==> src/rtl/core/tstf_pkg.sv <==
// Package: shared types and constants for the text timestamp finder.
package tstf_pkg;

  localparam int POS_WIDTH_DEF   = 32;
  localparam int GROUP_WIDTH_DEF = 16;
  localparam int OUT_POS_W       = 32;
  localparam int SEC_W           = 28;

  localparam logic [7:0] CH_ZERO  = 8'h30;
  localparam logic [7:0] CH_NINE  = 8'h39;
  localparam logic [7:0] CH_COLON = 8'h3A;

  localparam logic [1:0] FORM_MS     = 2'd0;
  localparam logic [1:0] FORM_HMMSS  = 2'd1;
  localparam logic [1:0] FORM_HMM    = 2'd2;
  localparam logic [1:0] FORM_HMSS   = 2'd3;

  typedef struct packed {
    logic [7:0] ch;
    logic       last;
  } in_req_t;

  typedef struct packed {
    logic [OUT_POS_W-1:0] match_start;
    logic [OUT_POS_W-1:0] match_end;
    logic [SEC_W-1:0]     seconds;
    logic [1:0]           form;
    logic                 saturated;
  } out_req_t;

endpackage

==> src/rtl/core/text_timestamp_finder.sv <==
// Top level: text timestamp finder, one character per request.
//
// Usage:
//   The input channel carries one text byte and a last flag per request
//   (in_valid / in_stall). Each request lands in an input register, and
//   once the output register can take a result, the run-tracking logic
//   updates the scan state and, when a digit/colon run closes and passes
//   the timestamp checks, loads a result request into the output register
//   (out_valid / out_stall). A character waits in the input register while
//   a held result still occupies the output register. Throughput: one
//   character per cycle while no held result stalls the input; the scan
//   state is a single register set updated in one pass. Both registers
//   advance together: while out_stall holds a finished result, the input
//   register holds its character too, and in_stall rises once a character
//   waits there.
//   cfg_we / cfg_wdata write skip_before; write it only while idle.
//   Reset (rst_n low, synchronous): empties both registers, zeroes the
//   text position, closes any open run and clears skip_before.
module text_timestamp_finder #(
  parameter int POS_WIDTH   = tstf_pkg::POS_WIDTH_DEF,
  parameter int GROUP_WIDTH = tstf_pkg::GROUP_WIDTH_DEF
) (
  input  logic              clk,
  input  logic              rst_n,
  input  logic              in_valid,
  output logic              in_stall,
  input  tstf_pkg::in_req_t in_data,
  output logic              out_valid,
  input  logic              out_stall,
  output tstf_pkg::out_req_t out_data,
  input  logic              cfg_we,
  input  logic [31:0]       cfg_wdata
);
  import tstf_pkg::*;

  localparam int PW    = POS_WIDTH;
  localparam int GW    = GROUP_WIDTH;
  localparam int WW    = GW + 4;
  localparam int CMP_W = (PW > 32) ? PW : 32;
  localparam logic [GW-1:0] GMAX = {GW{1'b1}};

  // Input register
  in_req_t  s1_req_r;
  logic     s1_vld_r, s1_vld_nxt;
  logic     s1_go;

  // Output register
  out_req_t out_req_r, out_req_nxt;
  logic     out_vld_r, out_vld_nxt;

  // Configuration
  logic [31:0] skip_r;

  // Scan state
  logic [PW-1:0] pos_r, pos_nxt;
  logic          run_r, run_nxt;
  logic [PW-1:0] start_r, start_nxt;
  logic [1:0]    ccol_r, ccol_nxt;
  logic [1:0]    pcol_r, pcol_nxt;
  logic [GW-1:0] gval_r [3];
  logic [GW-1:0] gval_nxt [3];
  logic [1:0]    glen_r [3];
  logic [1:0]    glen_nxt [3];
  logic [PW-1:0] scol_r, scol_nxt;
  logic [2:0]    clen_r, clen_nxt;
  logic          lsat_r, lsat_nxt;
  logic [PW-1:0] cend_r, cend_nxt;

  // Step logic intermediates
  logic          is_digit, is_colon, skipping;
  logic [3:0]    dval;
  logic [WW-1:0] dig_wide [3];
  logic          dig_sat [3];
  logic [2:0]    ncol;
  logic [3:0]    clen_sum;
  logic          run_mid, close;
  logic          ok;
  logic [1:0]    form;
  logic [11:0]   lead_k;
  logic [SEC_W-1:0] secs, g0_term, g1_term, g2_term;
  logic [PW-1:0] endp;

  assign s1_go    = s1_vld_r && (!out_vld_r || !out_stall);
  assign in_stall = s1_vld_r && out_vld_r && out_stall;

  assign is_digit = (s1_req_r.ch >= CH_ZERO) && (s1_req_r.ch <= CH_NINE);
  assign is_colon = (s1_req_r.ch == CH_COLON);
  assign dval     = s1_req_r.ch[3:0];
  assign skipping = CMP_W'(pos_r) < CMP_W'(skip_r);

  // Candidate digit append for each group: v*10 + d, clamped on overflow
  always_comb begin
    for (int i = 0; i < 3; i++) begin
      dig_wide[i] = (WW'(gval_r[i]) << 3) + (WW'(gval_r[i]) << 1) + WW'(dval);
      dig_sat[i]  = (dig_wide[i][WW-1:GW] != '0);
    end
  end

  // Advance the run state for one character
  always_comb begin
    start_nxt = start_r;
    ccol_nxt  = ccol_r;
    pcol_nxt  = pcol_r;
    scol_nxt  = scol_r;
    clen_nxt  = clen_r;
    lsat_nxt  = lsat_r;
    cend_nxt  = cend_r;
    for (int i = 0; i < 3; i++) begin
      gval_nxt[i] = gval_r[i];
      glen_nxt[i] = glen_r[i];
    end
    run_mid  = run_r;
    close    = 1'b0;
    ncol     = 3'(ccol_r) + 3'(pcol_r);
    clen_sum = 4'(clen_r) + 4'(pcol_r) + 4'd1;

    priority if (skipping) begin
      close = run_r;
    end else if (run_r && is_digit) begin
      if (pcol_r != 2'd0) begin
        if ((ccol_r < 2'd2) && (ncol >= 3'd2)) begin
          scol_nxt = pos_r - PW'(pcol_r) + PW'(ccol_r == 2'd0);
        end
        ccol_nxt = (ncol > 3'd3) ? 2'd3 : ncol[1:0];
      end
      clen_nxt = (clen_sum > 4'd7) ? 3'd7 : clen_sum[2:0];
      pcol_nxt = 2'd0;
      for (int i = 0; i < 3; i++) begin
        if (ccol_nxt == 2'(i)) begin
          gval_nxt[i] = dig_sat[i] ? GMAX : dig_wide[i][GW-1:0];
          if (glen_r[i] != 2'd3) begin
            glen_nxt[i] = glen_r[i] + 2'd1;
          end
          if ((i == 0) && dig_sat[i]) begin
            lsat_nxt = 1'b1;
          end
        end
      end
      cend_nxt = pos_r + PW'(1);
    end else if (run_r && is_colon) begin
      if (pcol_r != 2'd3) begin
        pcol_nxt = pcol_r + 2'd1;
      end
    end else if (run_r) begin
      close = 1'b1;
    end else if (is_digit) begin
      // Open a fresh run on this digit
      run_mid   = 1'b1;
      start_nxt = pos_r;
      ccol_nxt  = 2'd0;
      pcol_nxt  = 2'd0;
      scol_nxt  = '0;
      clen_nxt  = 3'd1;
      lsat_nxt  = 1'b0;
      for (int i = 0; i < 3; i++) begin
        gval_nxt[i] = '0;
        glen_nxt[i] = 2'd0;
      end
      gval_nxt[0] = GW'(dval);
      glen_nxt[0] = 2'd1;
      cend_nxt    = pos_r + PW'(1);
    end else begin
      // Outside a run, drop anything but a digit
    end

    close   = close || s1_req_r.last;
    run_nxt = run_mid && !close;
    pos_nxt = s1_req_r.last ? '0 : pos_r + PW'(1);
  end

  // Judge the clean run as it stands after this character
  always_comb begin
    ok   = 1'b0;
    form = FORM_MS;
    if (clen_nxt >= 3'd4) begin
      if (ccol_nxt == 2'd1) begin
        ok   = (glen_nxt[1] == 2'd2) && (gval_nxt[1] < GW'(60));
        form = FORM_MS;
      end else if (ccol_nxt == 2'd2) begin
        priority if ((glen_nxt[1] == 2'd2) && (glen_nxt[2] == 2'd2)) begin
          ok   = (gval_nxt[1] < GW'(60)) && (gval_nxt[2] < GW'(60));
          form = FORM_HMMSS;
        end else if ((glen_nxt[1] == 2'd2) && (glen_nxt[2] == 2'd1)) begin
          ok   = (gval_nxt[1] < GW'(60));
          form = FORM_HMM;
        end else if ((glen_nxt[1] == 2'd1) && (glen_nxt[2] == 2'd2)) begin
          ok   = (gval_nxt[2] < GW'(60));
          form = FORM_HMSS;
        end else begin
          ok = 1'b0;
        end
      end
    end

    // The HMMSS and HMSS forms scale the lead by 3600, the rest by 60
    if ((form == FORM_HMMSS) || (form == FORM_HMSS)) begin
      lead_k  = 12'd3600;
      g1_term = (SEC_W'(gval_nxt[1]) << 6) - (SEC_W'(gval_nxt[1]) << 2);
      g2_term = SEC_W'(gval_nxt[2]);
    end else begin
      lead_k  = 12'd60;
      g1_term = SEC_W'(gval_nxt[1]);
      g2_term = '0;
    end
    g0_term = SEC_W'(gval_nxt[0]) * SEC_W'(lead_k);
    secs    = g0_term + g1_term + g2_term;
    endp    = (form == FORM_HMM) ? scol_nxt : cend_nxt;

    out_req_nxt.match_start = OUT_POS_W'(start_nxt);
    out_req_nxt.match_end   = OUT_POS_W'(endp);
    out_req_nxt.seconds     = secs;
    out_req_nxt.form        = form;
    out_req_nxt.saturated   = lsat_nxt;
  end

  always_comb begin
    s1_vld_nxt = s1_vld_r;
    if (in_valid && !in_stall) begin
      s1_vld_nxt = 1'b1;
    end else if (s1_go) begin
      s1_vld_nxt = 1'b0;
    end

    out_vld_nxt = out_vld_r;
    if (s1_go) begin
      out_vld_nxt = run_mid && close && ok;
    end else if (out_vld_r && !out_stall) begin
      out_vld_nxt = 1'b0;
    end
  end

  // Control state
  always_ff @(posedge clk) begin
    if (!rst_n) begin
      s1_vld_r  <= 1'b0;
      out_vld_r <= 1'b0;
      skip_r    <= '0;
      pos_r     <= '0;
      run_r     <= 1'b0;
    end else begin
      s1_vld_r  <= s1_vld_nxt;
      out_vld_r <= out_vld_nxt;
      if (cfg_we) begin
        skip_r <= cfg_wdata;
      end
      if (s1_go) begin
        pos_r <= pos_nxt;
        run_r <= run_nxt;
      end
    end
  end

  // Payload and run bookkeeping; run_r gates every use of the run fields
  always_ff @(posedge clk) begin
    if (in_valid && !in_stall) begin
      s1_req_r <= in_data;
    end
    if (s1_go) begin
      out_req_r <= out_req_nxt;
      start_r   <= start_nxt;
      ccol_r    <= ccol_nxt;
      pcol_r    <= pcol_nxt;
      scol_r    <= scol_nxt;
      clen_r    <= clen_nxt;
      lsat_r    <= lsat_nxt;
      cend_r    <= cend_nxt;
      for (int i = 0; i < 3; i++) begin
        gval_r[i] <= gval_nxt[i];
        glen_r[i] <= glen_nxt[i];
      end
    end
  end

  assign out_valid = out_vld_r;
  assign out_data  = out_req_r;

endmodule

==> config.mk <==
export PLATFORM = sky130hd
export DESIGN_NAME = text_timestamp_finder
export DESIGN_NICKNAME = d
export VERILOG_FILES = /design/src/rtl/core/tstf_pkg.sv /design/src/rtl/core/text_timestamp_finder.sv
export SDC_FILE = /design/constraint.sdc
export NUM_CORES = 1
export LEC_CHECK = 0
export ABC_AREA = 1
export BUFFER_PORTS_ARGS = -buffer_cell sky130_fd_sc_hd__buf_4
export CAP_MARGIN = 20
export CORE_MARGIN = 8
export CORE_UTILIZATION = 45
export CTS_CLUSTER_DIAMETER = 150
export CTS_CLUSTER_SIZE = 12
export DETAILED_ROUTE_END_ITERATION = 10
export GPL_TIMING_DRIVEN = 1
export PLACE_DENSITY = 0.72
export RECOVER_POWER = 50
export SLEW_MARGIN = 20
export SYNTH_ARGS = -nofsm -noshare
export SYNTH_HDL_FRONTEND = slang
export SYNTH_SLANG_ARGS = --single-unit
==> constraint.sdc <==
create_clock -name clk -period 11.48 [get_ports clk]
set_input_delay 0.574 -clock clk [delete_from_list [all_inputs] [get_ports clk]]
set_output_delay 0.574 -clock clk [all_outputs]
set_load 0.05 [all_outputs]
Yosys cells after proc, flatten, opt, wreduce, memory -nomap -nowiden
Memories as Yosys holds them, arrays and structs flattened. Index checks and enable logic that the tools add are counted.

Register bits after elaboration: 242. Bits in latches: 0. Memory bits (writable): 54. ROM bits: 0. Word-level logic and storage cells: 203. Memories kept: 2.

Add/sub/neg operators: 19. $mul: 1. Div/mod/pow operators: 0. Magnitude comparators: 10. Eq/ne operators: 22. Shift-type cells: 0. Multiplexer cells: 91. Bitwise logic cells: 4. Reduce and logical (&&, ||, !) cells: 37.

Memory list: gval_r (words 3, width 16, rd ports 3, clocked after Yosys merged registers in 0, write ports 3, RTL line text_timestamp_finder.sv:60) `logic [GW-1:0] gval_r [3];`; glen_r (words 3, width 2, rd ports 3, clocked after Yosys merged registers in 0, write ports 3, RTL line text_timestamp_finder.sv:62) `logic [1:0] glen_r [3];`.

Operators by type and width (count): $mux W32 (14); $mux W48 (5); $mux W16 (7); $add A19 B17 Y20 (3); $add A20 B4 Y20 (3); $add A28 B28 Y28 (2); $mux W2 (25); $add A32 B1 Y32 (1); $add A32 B1 Y32 const B (1); $lt A16 B6 Y1 const B (2); $lt A32 B32 Y1 (1); $sub A32 B2 Y32 (1); $mux W6 (5); $mul A16 B12 Y28 (1); $mux W28 (1); $mux W1 (27); $sub A22 B18 Y23 (1); $mux W3 (6); $logic_and A1 B1 Y1 (17); $eq A2 B2 Y1 const B (6); $mux W12 (1); $ne A2 B2 Y1 const B (6); $reduce_bool A4 Y1 (3); $eq A2 B1 Y1 const B (5); 24 further kinds (40).

Longest topological paths before layout
Gate-level depths: netlist of run 1.

Word-level depth: 24. Depth in mapped cells: 51. Gate-level depth less buffers: 50.

Worst setup path after synthesis of run 1
OpenSTA, ideal clock, no wires.

Path kind: register to register. From: register s1_req_r, in the netlist dval[3]. To: register out_req_r, in the netlist out_data[28], data pin. Setup time: 0.259 ns. Arrival time: 7.936 ns. Data required time: 11.221 ns. Path slack: 3.285 ns. Stages on the path, launching flop included: 43. Buffers on the path: 1. Clock period less this slack: 8.195 ns. Cells stage by stage: edfxtp_1 > inv_1 > fa_1 > fa_1 > nand3b_1 > nand2_1 > a21oi_1 > o21ai_2 > a21boi_1 > o21ai_1 > a21oi_1 > xor2_1 > nor2_2 > nand3_2 > inv_2 > buf_6 > nand2_1 > nand2_1 > (+7 left out) > fa_1 > inv_1 > fa_1 > inv_1 > fa_1 > inv_1 > ha_1 > a21oi_1 > inv_1 > a21oi_1 > inv_1 > a21oi_1 > o21ai_0 > a31oi_1 > o21bai_1 > nand3_1 > nand2_1 > xor2_1.

RTL lines: start, declared (RTL line text_timestamp_finder.sv:43) `in_req_t s1_req_r;`; start signal, assigned (RTL line text_timestamp_finder.sv:256) `s1_req_r <= in_data;`; end signal, assigned (RTL line text_timestamp_finder.sv:259) `out_req_r <= out_req_nxt;`; end, declared (RTL line text_timestamp_finder.sv:48) `out_req_t out_req_r, out_req_nxt;`.

Worst setup path in the final report of run 1
From: register s1_req_r[8] (netlist name). To: register out_req_r, in the netlist out_data[28], data pin.

Longest elaborated chain between the ends: 21. Elaborated cells between the ends (all ways): 52. Those cells by class: 3 x add/sub; 1 x mul; 3 x order compare; 9 x eq/ne; 29 x mux; 7 x reduce/logical.

Ends and longest elaborated chain: $ge A8 B6 Y1 or $le A8 B6 Y1 (tied branches) (RTL line text_timestamp_finder.sv:86) `assign is_digit = (s1_req_r.ch >= CH_ZERO) && (s1_req_r.ch <= CH_NINE);`; $logic_and A1 B1 Y1 (RTL line text_timestamp_finder.sv:86); $mux W6 (RTL line text_timestamp_finder.sv:146) `end else if (is_digit) begin`; $mux W6 (RTL line text_timestamp_finder.sv:144) `end else if (run_r) begin`; $mux W6 (RTL line text_timestamp_finder.sv:140) `end else if (run_r && is_colon) begin`; $mux W6 (RTL line text_timestamp_finder.sv:119) `end else if (run_r && is_digit) begin`; $mux W6 (RTL line text_timestamp_finder.sv:117) `priority if (skipping) begin`; $eq A2 B1 Y1 or $eq A2 B2 Y1 (tied branches) (RTL line text_timestamp_finder.sv:186, text_timestamp_finder.sv:180); (+6 left out); $mux W2 (RTL line text_timestamp_finder.sv:175) `if (clen_nxt >= 3'd4) begin`; $eq A2 B1 Y1 or $eq A2 B2 Y1 (tied branches) (RTL line text_timestamp_finder.sv:196) `if ((form == FORM_HMMSS) || (form == FORM_HMSS)) begin`; $logic_or A1 B1 Y1 (RTL line text_timestamp_finder.sv:196); $mux W12 (RTL line text_timestamp_finder.sv:196); $mul A16 B12 Y28 (RTL line text_timestamp_finder.sv:205) `g0_term = SEC_W'(gval_nxt[0]) * SEC_W'(lead_k);`; $add A28 B28 Y28 (RTL line text_timestamp_finder.sv:206) `secs = g0_term + g1_term + g2_term;`; $add A28 B28 Y28 (*) (RTL line text_timestamp_finder.sv:206); named net secs[25] (RTL line text_timestamp_finder.sv:80) `logic [SEC_W-1:0] secs, g0_term, g1_term, g2_term;`.

The timed path passes the listed nets; every way through them passes the cells marked *. A chain may end at the register's enable or synchronous reset.

==> results of run 1 <==
[critical path: cells and delay by family (launching register included)]
kind	cells	cell delay, ps
adder cells (fa/ha/maj)	7	3140
AND/OR/NAND/NOR	13	2780
buffers and inverters	10	1560
AO/OA/AOI/OAI	7	1560
flip-flops	1	370
XOR/XNOR	1	150
[synthesized netlist by cell type (9+ instances only)]
cell type,n
nand2_1,752
inv_1,514
ha_1,320
nor2_1,277
edfxtp_1,227
a21oi_1,221
o21ai_0,175
fa_1,108
nand3_1,107
xor2_1,83
dfxtp_1,67
clkbuf_1,38
xnor2_1,32
nand4_1,27
o22ai_1,26
buf_2,23
inv_2,20
o21ai_1,18
nand2_2,16
a31oi_1,15
nor3_1,15
o21ai_2,13
or2_2,9
[layer usage]
layer / vias to the layer above / routed length (µm) / track usage, %
li1: 10700 / - / -
met1: 9832 / 30000 / 26.1
met2: 470 / 29700 / 32.4
met3: 99 / 3030 / 2.45
met4: 0 / 1500 / 4.60
met5: - / 0 / 0
[sequential cells by signal, summed over array words and instances, names as in the netlist, 5 cells and up, named ones only]
register,count
cend_r,32
s1_req_r,5
pos_r,32
skip_r,32
start_r,32
gval_r,48
scol_r,32
out_data,62
[power breakdown]
group	internal, mW	total (mW)	switching [mW]
sequential	1.24	1.27	0.0275
combinational	0.334	0.977	0.643
clock	0.467	0.890	0.424
[worst paths after layout]
kind / endpoint / slack [ps] / depth (start not counted) / from
setup / recovery: out_data[28] / 1570 / 38 / s1_req_r[8]
hold reg to reg: skip_r[13] / 460 / 2 / skip_r[13]
setup reg to reg: out_data[28] / 1570 / 38 / s1_req_r[8]
hold / removal: dval[0] / 150 / 1 / in_data[1]
[logic make-up after synthesis]
logic type,share of synthesized area (%)
AOI/OAI and AO/OA,11.3
other,0.0291
adders and majority gates,23.9
xor gates and xnor gates,3.90
buffers and inverters,9.29
DFF,31.6
and+or+nand+nor,20.1
[layout make-up]
class | instances | area (µm²)
fillers | 5670 | 29200
multi-input cells | 2320 | 15300
flip-flops and latches | 294 | 8160
inverters | 539 | 2020
well taps | 765 | 957
clock buffers | 50 | 793
repair buffers | 155 | 777
clock inverters | 2 | 35.0
==> run_results.csv, run 1 <==
group,metric,value,unit
timing,fin_worst_hold_slack,154,ps
floorplan,rows,88,
layout,final_common_cell,"nand2_1",
setup_path,endpoint_kind,"flop",
synth,synth_top_area_share,26.4,%
clocking,clk_path_buf_depth,3,
synth,synthDistinctLibCells,61,
setup_path,critical_path.startpoint_type,"flop",
timing,slew_headroom,-205,%
floorplan,initial_utilization,45.1,%
clocking,clock_insertion_delay_worst_skew,610,ps
layout,num_antenna_cells,0,
synth,synthArstFlopShare,0,%
layout,drive_gt1_share,5.21,%
layout,synthToLayoutAreaGrowth,8.48,%
synth,ys_dominant_reg_cell,"edfxtp_1",
floorplan,die_h,256,µm
floorplan,dieArea,65400,µm²
timing,slew_violations,256,
synth,syn_avg_cell_area,8.02,µm²
detailed_routing,wire_per_inst,15.6,µm
detailed_routing,vias,21100,
placed_design,gp_congestion,0.934,
worst_hold_path,min_path_type,"in2reg",
synth,synth_edf_count,227,
synth,synthTopCellsByArea,"edfxtp_1, ha_1, nand2_1",
timing,clock-skew-final,53.6,ps
detailed_routing,drc,0,
layout,most-common-layout-cells,"nand2_1, inv_1, ha_1, nor2_1, edfxtp_1",
placed_design,preCtsSetupSlack,1940,ps
global_routing,grt_max_degree,88,
detailed_routing,routed_wl,64300,µm
pwr,p_total,3.14,mW
status,failed_checks,"max-capacitance violations, max-slew violations",
pwr,ir_drop,0.114,mV
synth,syn-cell-area,25800,µm²
timing,finalHoldViolations,0,
pwr,power_leakage,13.7,nW
detailed_routing,drtIter0Drc,1638,
timing,worst_pin_slew,4570,ps
status,outcome,"complete, but fails checks",
clocking,cts_buffers,28,
timing,max_freq,101,MHz
synth,syn_inst,3225,
global_routing,grt_pass1_vias,20500,
detailed_routing,ant_nets,0,
synth,yosysSeqAreaShare,31.6,%
global_routing,grt_use_total,19.2,%
setup_path,cp.required,11800,ps
synth,yosys_warnings,0,
timing,finalCritPeriodShare,86.3,%
layout,fin_area,28000,µm²
layout,final_core_util,49.0,%
timing,rsz0062_at_grt,"no",
clocking,ctsHtreeMaxLevel,1,
placed_design,placed_area,27600,µm²
floorplan,core-area,57300,µm²
clocking,clk_pin_slew,80,ps
flow_run,drv_cap,4,
timing,finalWorstSetupSlack,1570,ps
placed_design,port_buffers,142,
clocking,cts_sinks,294,
global_routing,grt-ovfl-total,0,
timing,setup_viol,0,
floorplan,die_x,256,µm
clocking,cts_tree,"built",
placed_design,hpwl,50000,µm
synth,ys_ff_latch,294,
floorplan,ios,143,
detailed_routing,vias_per_cell,5.12,
layout,stdcell_count,4125,
setup_path,crit_slowest_cell,"nor3_1",
detailed_routing,dr.pass1.iters,6,
clocking,cts-root-buf,"clkbuf_16",
layout,nNetsFinal,3812,
clocking,cts_resized,0,
setup_path,crit_arrival,10230,ps
setup_path,cp_max_fo,46,
global_routing,grt_pass1_wl,106000,µm
setup_path,worst_path_largest_cell_delay,560,ps
placed_design,dp.cells,4073,
synth,synth_top_area_cell,"edfxtp_1",
pwr,p_per_area,112,nW/µm²
clocking,cts_setup_buffers,0,
global_routing,antenna_found_initial,0,
clocking,cts_hold_buf,0,
timing,min_period,9910,ps
setup_path,worstSetupPathType,"reg2reg",
timing,fin_setup_tns,0,ps
No activity file was read; power rests on OpenSTA's default activity.
==> run 2: changes to the inputs <==
--- a/config.mk
+++ b/config.mk
@@ -10,3 +10,3 @@
 export CAP_MARGIN = 20
-export CORE_MARGIN = 8
+export CORE_MARGIN = 5
 export CORE_UTILIZATION = 45
==> constraint.sdc (replaced) <==
create_clock -name clk -period 11.48 [get_ports clk]
set_input_delay 1.148 -clock clk [delete_from_list [all_inputs] [get_ports clk]]
set_output_delay 1.148 -clock clk [all_outputs]
set_load 0.05 [all_outputs]
==> run_results.csv, run 2 (same netlist as run 1, synthesis figures left out) <==
group,metric,value,unit
worst_hold_path,hold_start,"skip_r[31]",
worst_hold_path,min_to,"skip_r[31]",
status,outcome,"complete, but fails checks",
timing,slew_violations,245,
clocking,cts_tree,"built",
global_routing,grt-ovfl-total,0,
clocking,clock_insertion_delay_worst_skew,610,ps
placed_design,port_buffers,142,
global_routing,antenna_found_initial,0,
placed_design,gp_congestion,0.923,
pwr,ir_drop,0.102,mV
layout,most-common-layout-cells,"nand2_1, inv_1, ha_1, nor2_1, edfxtp_1",
layout,stdcell_count,4116,
clocking,cts_setup_buffers,0,
setup_path,endpoint_kind,"flop",
global_routing,grt_use_total,19.5,%
detailed_routing,wire_per_inst,15.3,µm
setup_path,r2r.worst_path.cells,38,
clocking,cts_buffers,28,
timing,slew_headroom,-203,%
detailed_routing,vias_per_cell,5.13,
timing,rsz0062_at_grt,"no",
clocking,cts_resized,0,
floorplan,initial_utilization,45.7,%
layout,synthToLayoutAreaGrowth,8.39,%
placed_design,hpwl,48300,µm
pwr,p_per_area,112,nW/µm²
setup_path,worstSetupPathType,"reg2reg",
layout,final_common_cell,"nand2_1",
timing,clock-skew-final,27.3,ps
detailed_routing,vias,21100,
layout,drive_gt1_share,5.21,%
detailed_routing,routed_wl,62900,µm
clocking,cts_sinks,294,
timing,finalHoldViolations,0,
setup_path,worst_path_largest_cell_delay,580,ps
timing,max_freq,99.2,MHz
pwr,power_leakage,13.7,nW
setup_path,ff2ff_setup_slack,1400,ps
layout,num-fill-cells,5586,
floorplan,ios,143,
detailed_routing,ant_nets,0,
worst_hold_path,hold_depth,2,
clocking,clk_pin_slew,80,ps
detailed_routing,drtIter0Drc,1549,
clocking,clk_path_buf_depth,3,
setup_path,critical_path.startpoint_type,"flop",
setup_path,regToRegStartpoint,"s1_req_r[8]",
timing,worst_pin_slew,4550,ps
floorplan,core-area,56600,µm²
setup_path,cp_max_fo,52,
global_routing,grt_max_degree,177,
setup_path,crit_slowest_cell,"nor3_1",
clocking,ctsHtreeMaxLevel,1,
setup_path,crit_arrival,10410,ps
setup_path,r2r-end,"out_data[28]",
status,failed_checks,"max-capacitance violations, max-slew violations",
timing,fin_setup_tns,0,ps
floorplan,dieArea,62300,µm²
timing,finalCritPeriodShare,87.8,%
global_routing,grt_pass1_wl,103000,µm
worst_hold_path,min_path_type,"reg2reg",
clocking,cts-root-buf,"clkbuf_16",
timing,min_period,10080,ps
floorplan,rows,87,
global_routing,grt_pass1_vias,20300,
timing,setup_viol,0,
floorplan,die_h,250,µm
detailed_routing,drc,0,
flow_run,drv_cap,3,
layout,num_antenna_cells,0,
layout,nNetsFinal,3812,
floorplan,die_x,250,µm
setup_path,cp.required,11810,ps
detailed_routing,dr.pass1.iters,6,
clocking,cts_hold_buf,0,
layout,largest_register_ffs,62,
placed_design,dp.cells,4064,
## run 2: worst max-delay path by stage
| stage | startpoint | endpoint | slack (ps) | cells after the start |
|---|---|---|---|---|
| after detailed placement | pos_r[21] | out_data[28] | 1680 | 38 |
| final | s1_req_r[8] | out_data[28] | 1400 | 38 |
| after CTS | pos_r[21] | out_data[28] | 1670 | 38 |
| after floorplan | dval[3] | out_data[28] | 3290 | 42 |
| after global placement | dval[3] | out_data[28] | 1810 | 43 |
| after global routing | s1_req_r[8] | out_data[28] | 420 | 37 |
## run 2: layout make-up
type                    count  area, µm²  area share [%]
multi-input cells        2320      15300            54.6
repair buffers            155        774            2.76
clock buffers              50        783            2.80
well taps                 756        946            3.38
inverters                 539       2020            7.22
clock inverters             2       36.3           0.129
flip-flops and latches    294       8160            29.1
## run 2: through the flow
step                power (mW)  setup slack [ps]  hold slack, ps  utilization (%)  instance area [µm²]
detailed placement        2.28              1680             457             48.8                27600
CTS                       3.18              1670             467             50.2                28400
floorplan                 2.06              3290             435                -                25900
global placement          2.27              1810             453             48.8                27600
global route              3.33               423             487             49.5                28000
finish                    3.13              1400             465             49.5                28000
## run 2: critical path: cells and delay by family, from the launching register on
| family | cells | cell delay [ps] |
|---|---|---|
| flip-flops | 1 | 370 |
| XOR/XNOR | 1 | 140 |
| adder cells (fa/ha/maj) | 7 | 3130 |
| AND/OR/NAND/NOR | 13 | 2870 |
| AO/OA/AOI/OAI | 7 | 1530 |
| buffers and inverters | 10 | 1700 |
## run 2: where the power goes
part / internal (mW) / switching (mW) / total, mW
clock: 0.461 / 0.427 / 0.888
combinational: 0.332 / 0.637 / 0.970
sequential: 1.24 / 0.0256 / 1.27
total: 2.04 / 1.09 / 3.13
## run 2: routing by layer
layer | part of all wire (%) | global-route usage [%] | routed length, µm
met5 | 0 | 0 | 0
met4 | 2.1 | 4.47 | 1320
met3 | 5.1 | 1.92 | 3220
met2 | 46 | 32.7 | 28900
met1 | 47 | 27.6 | 29400
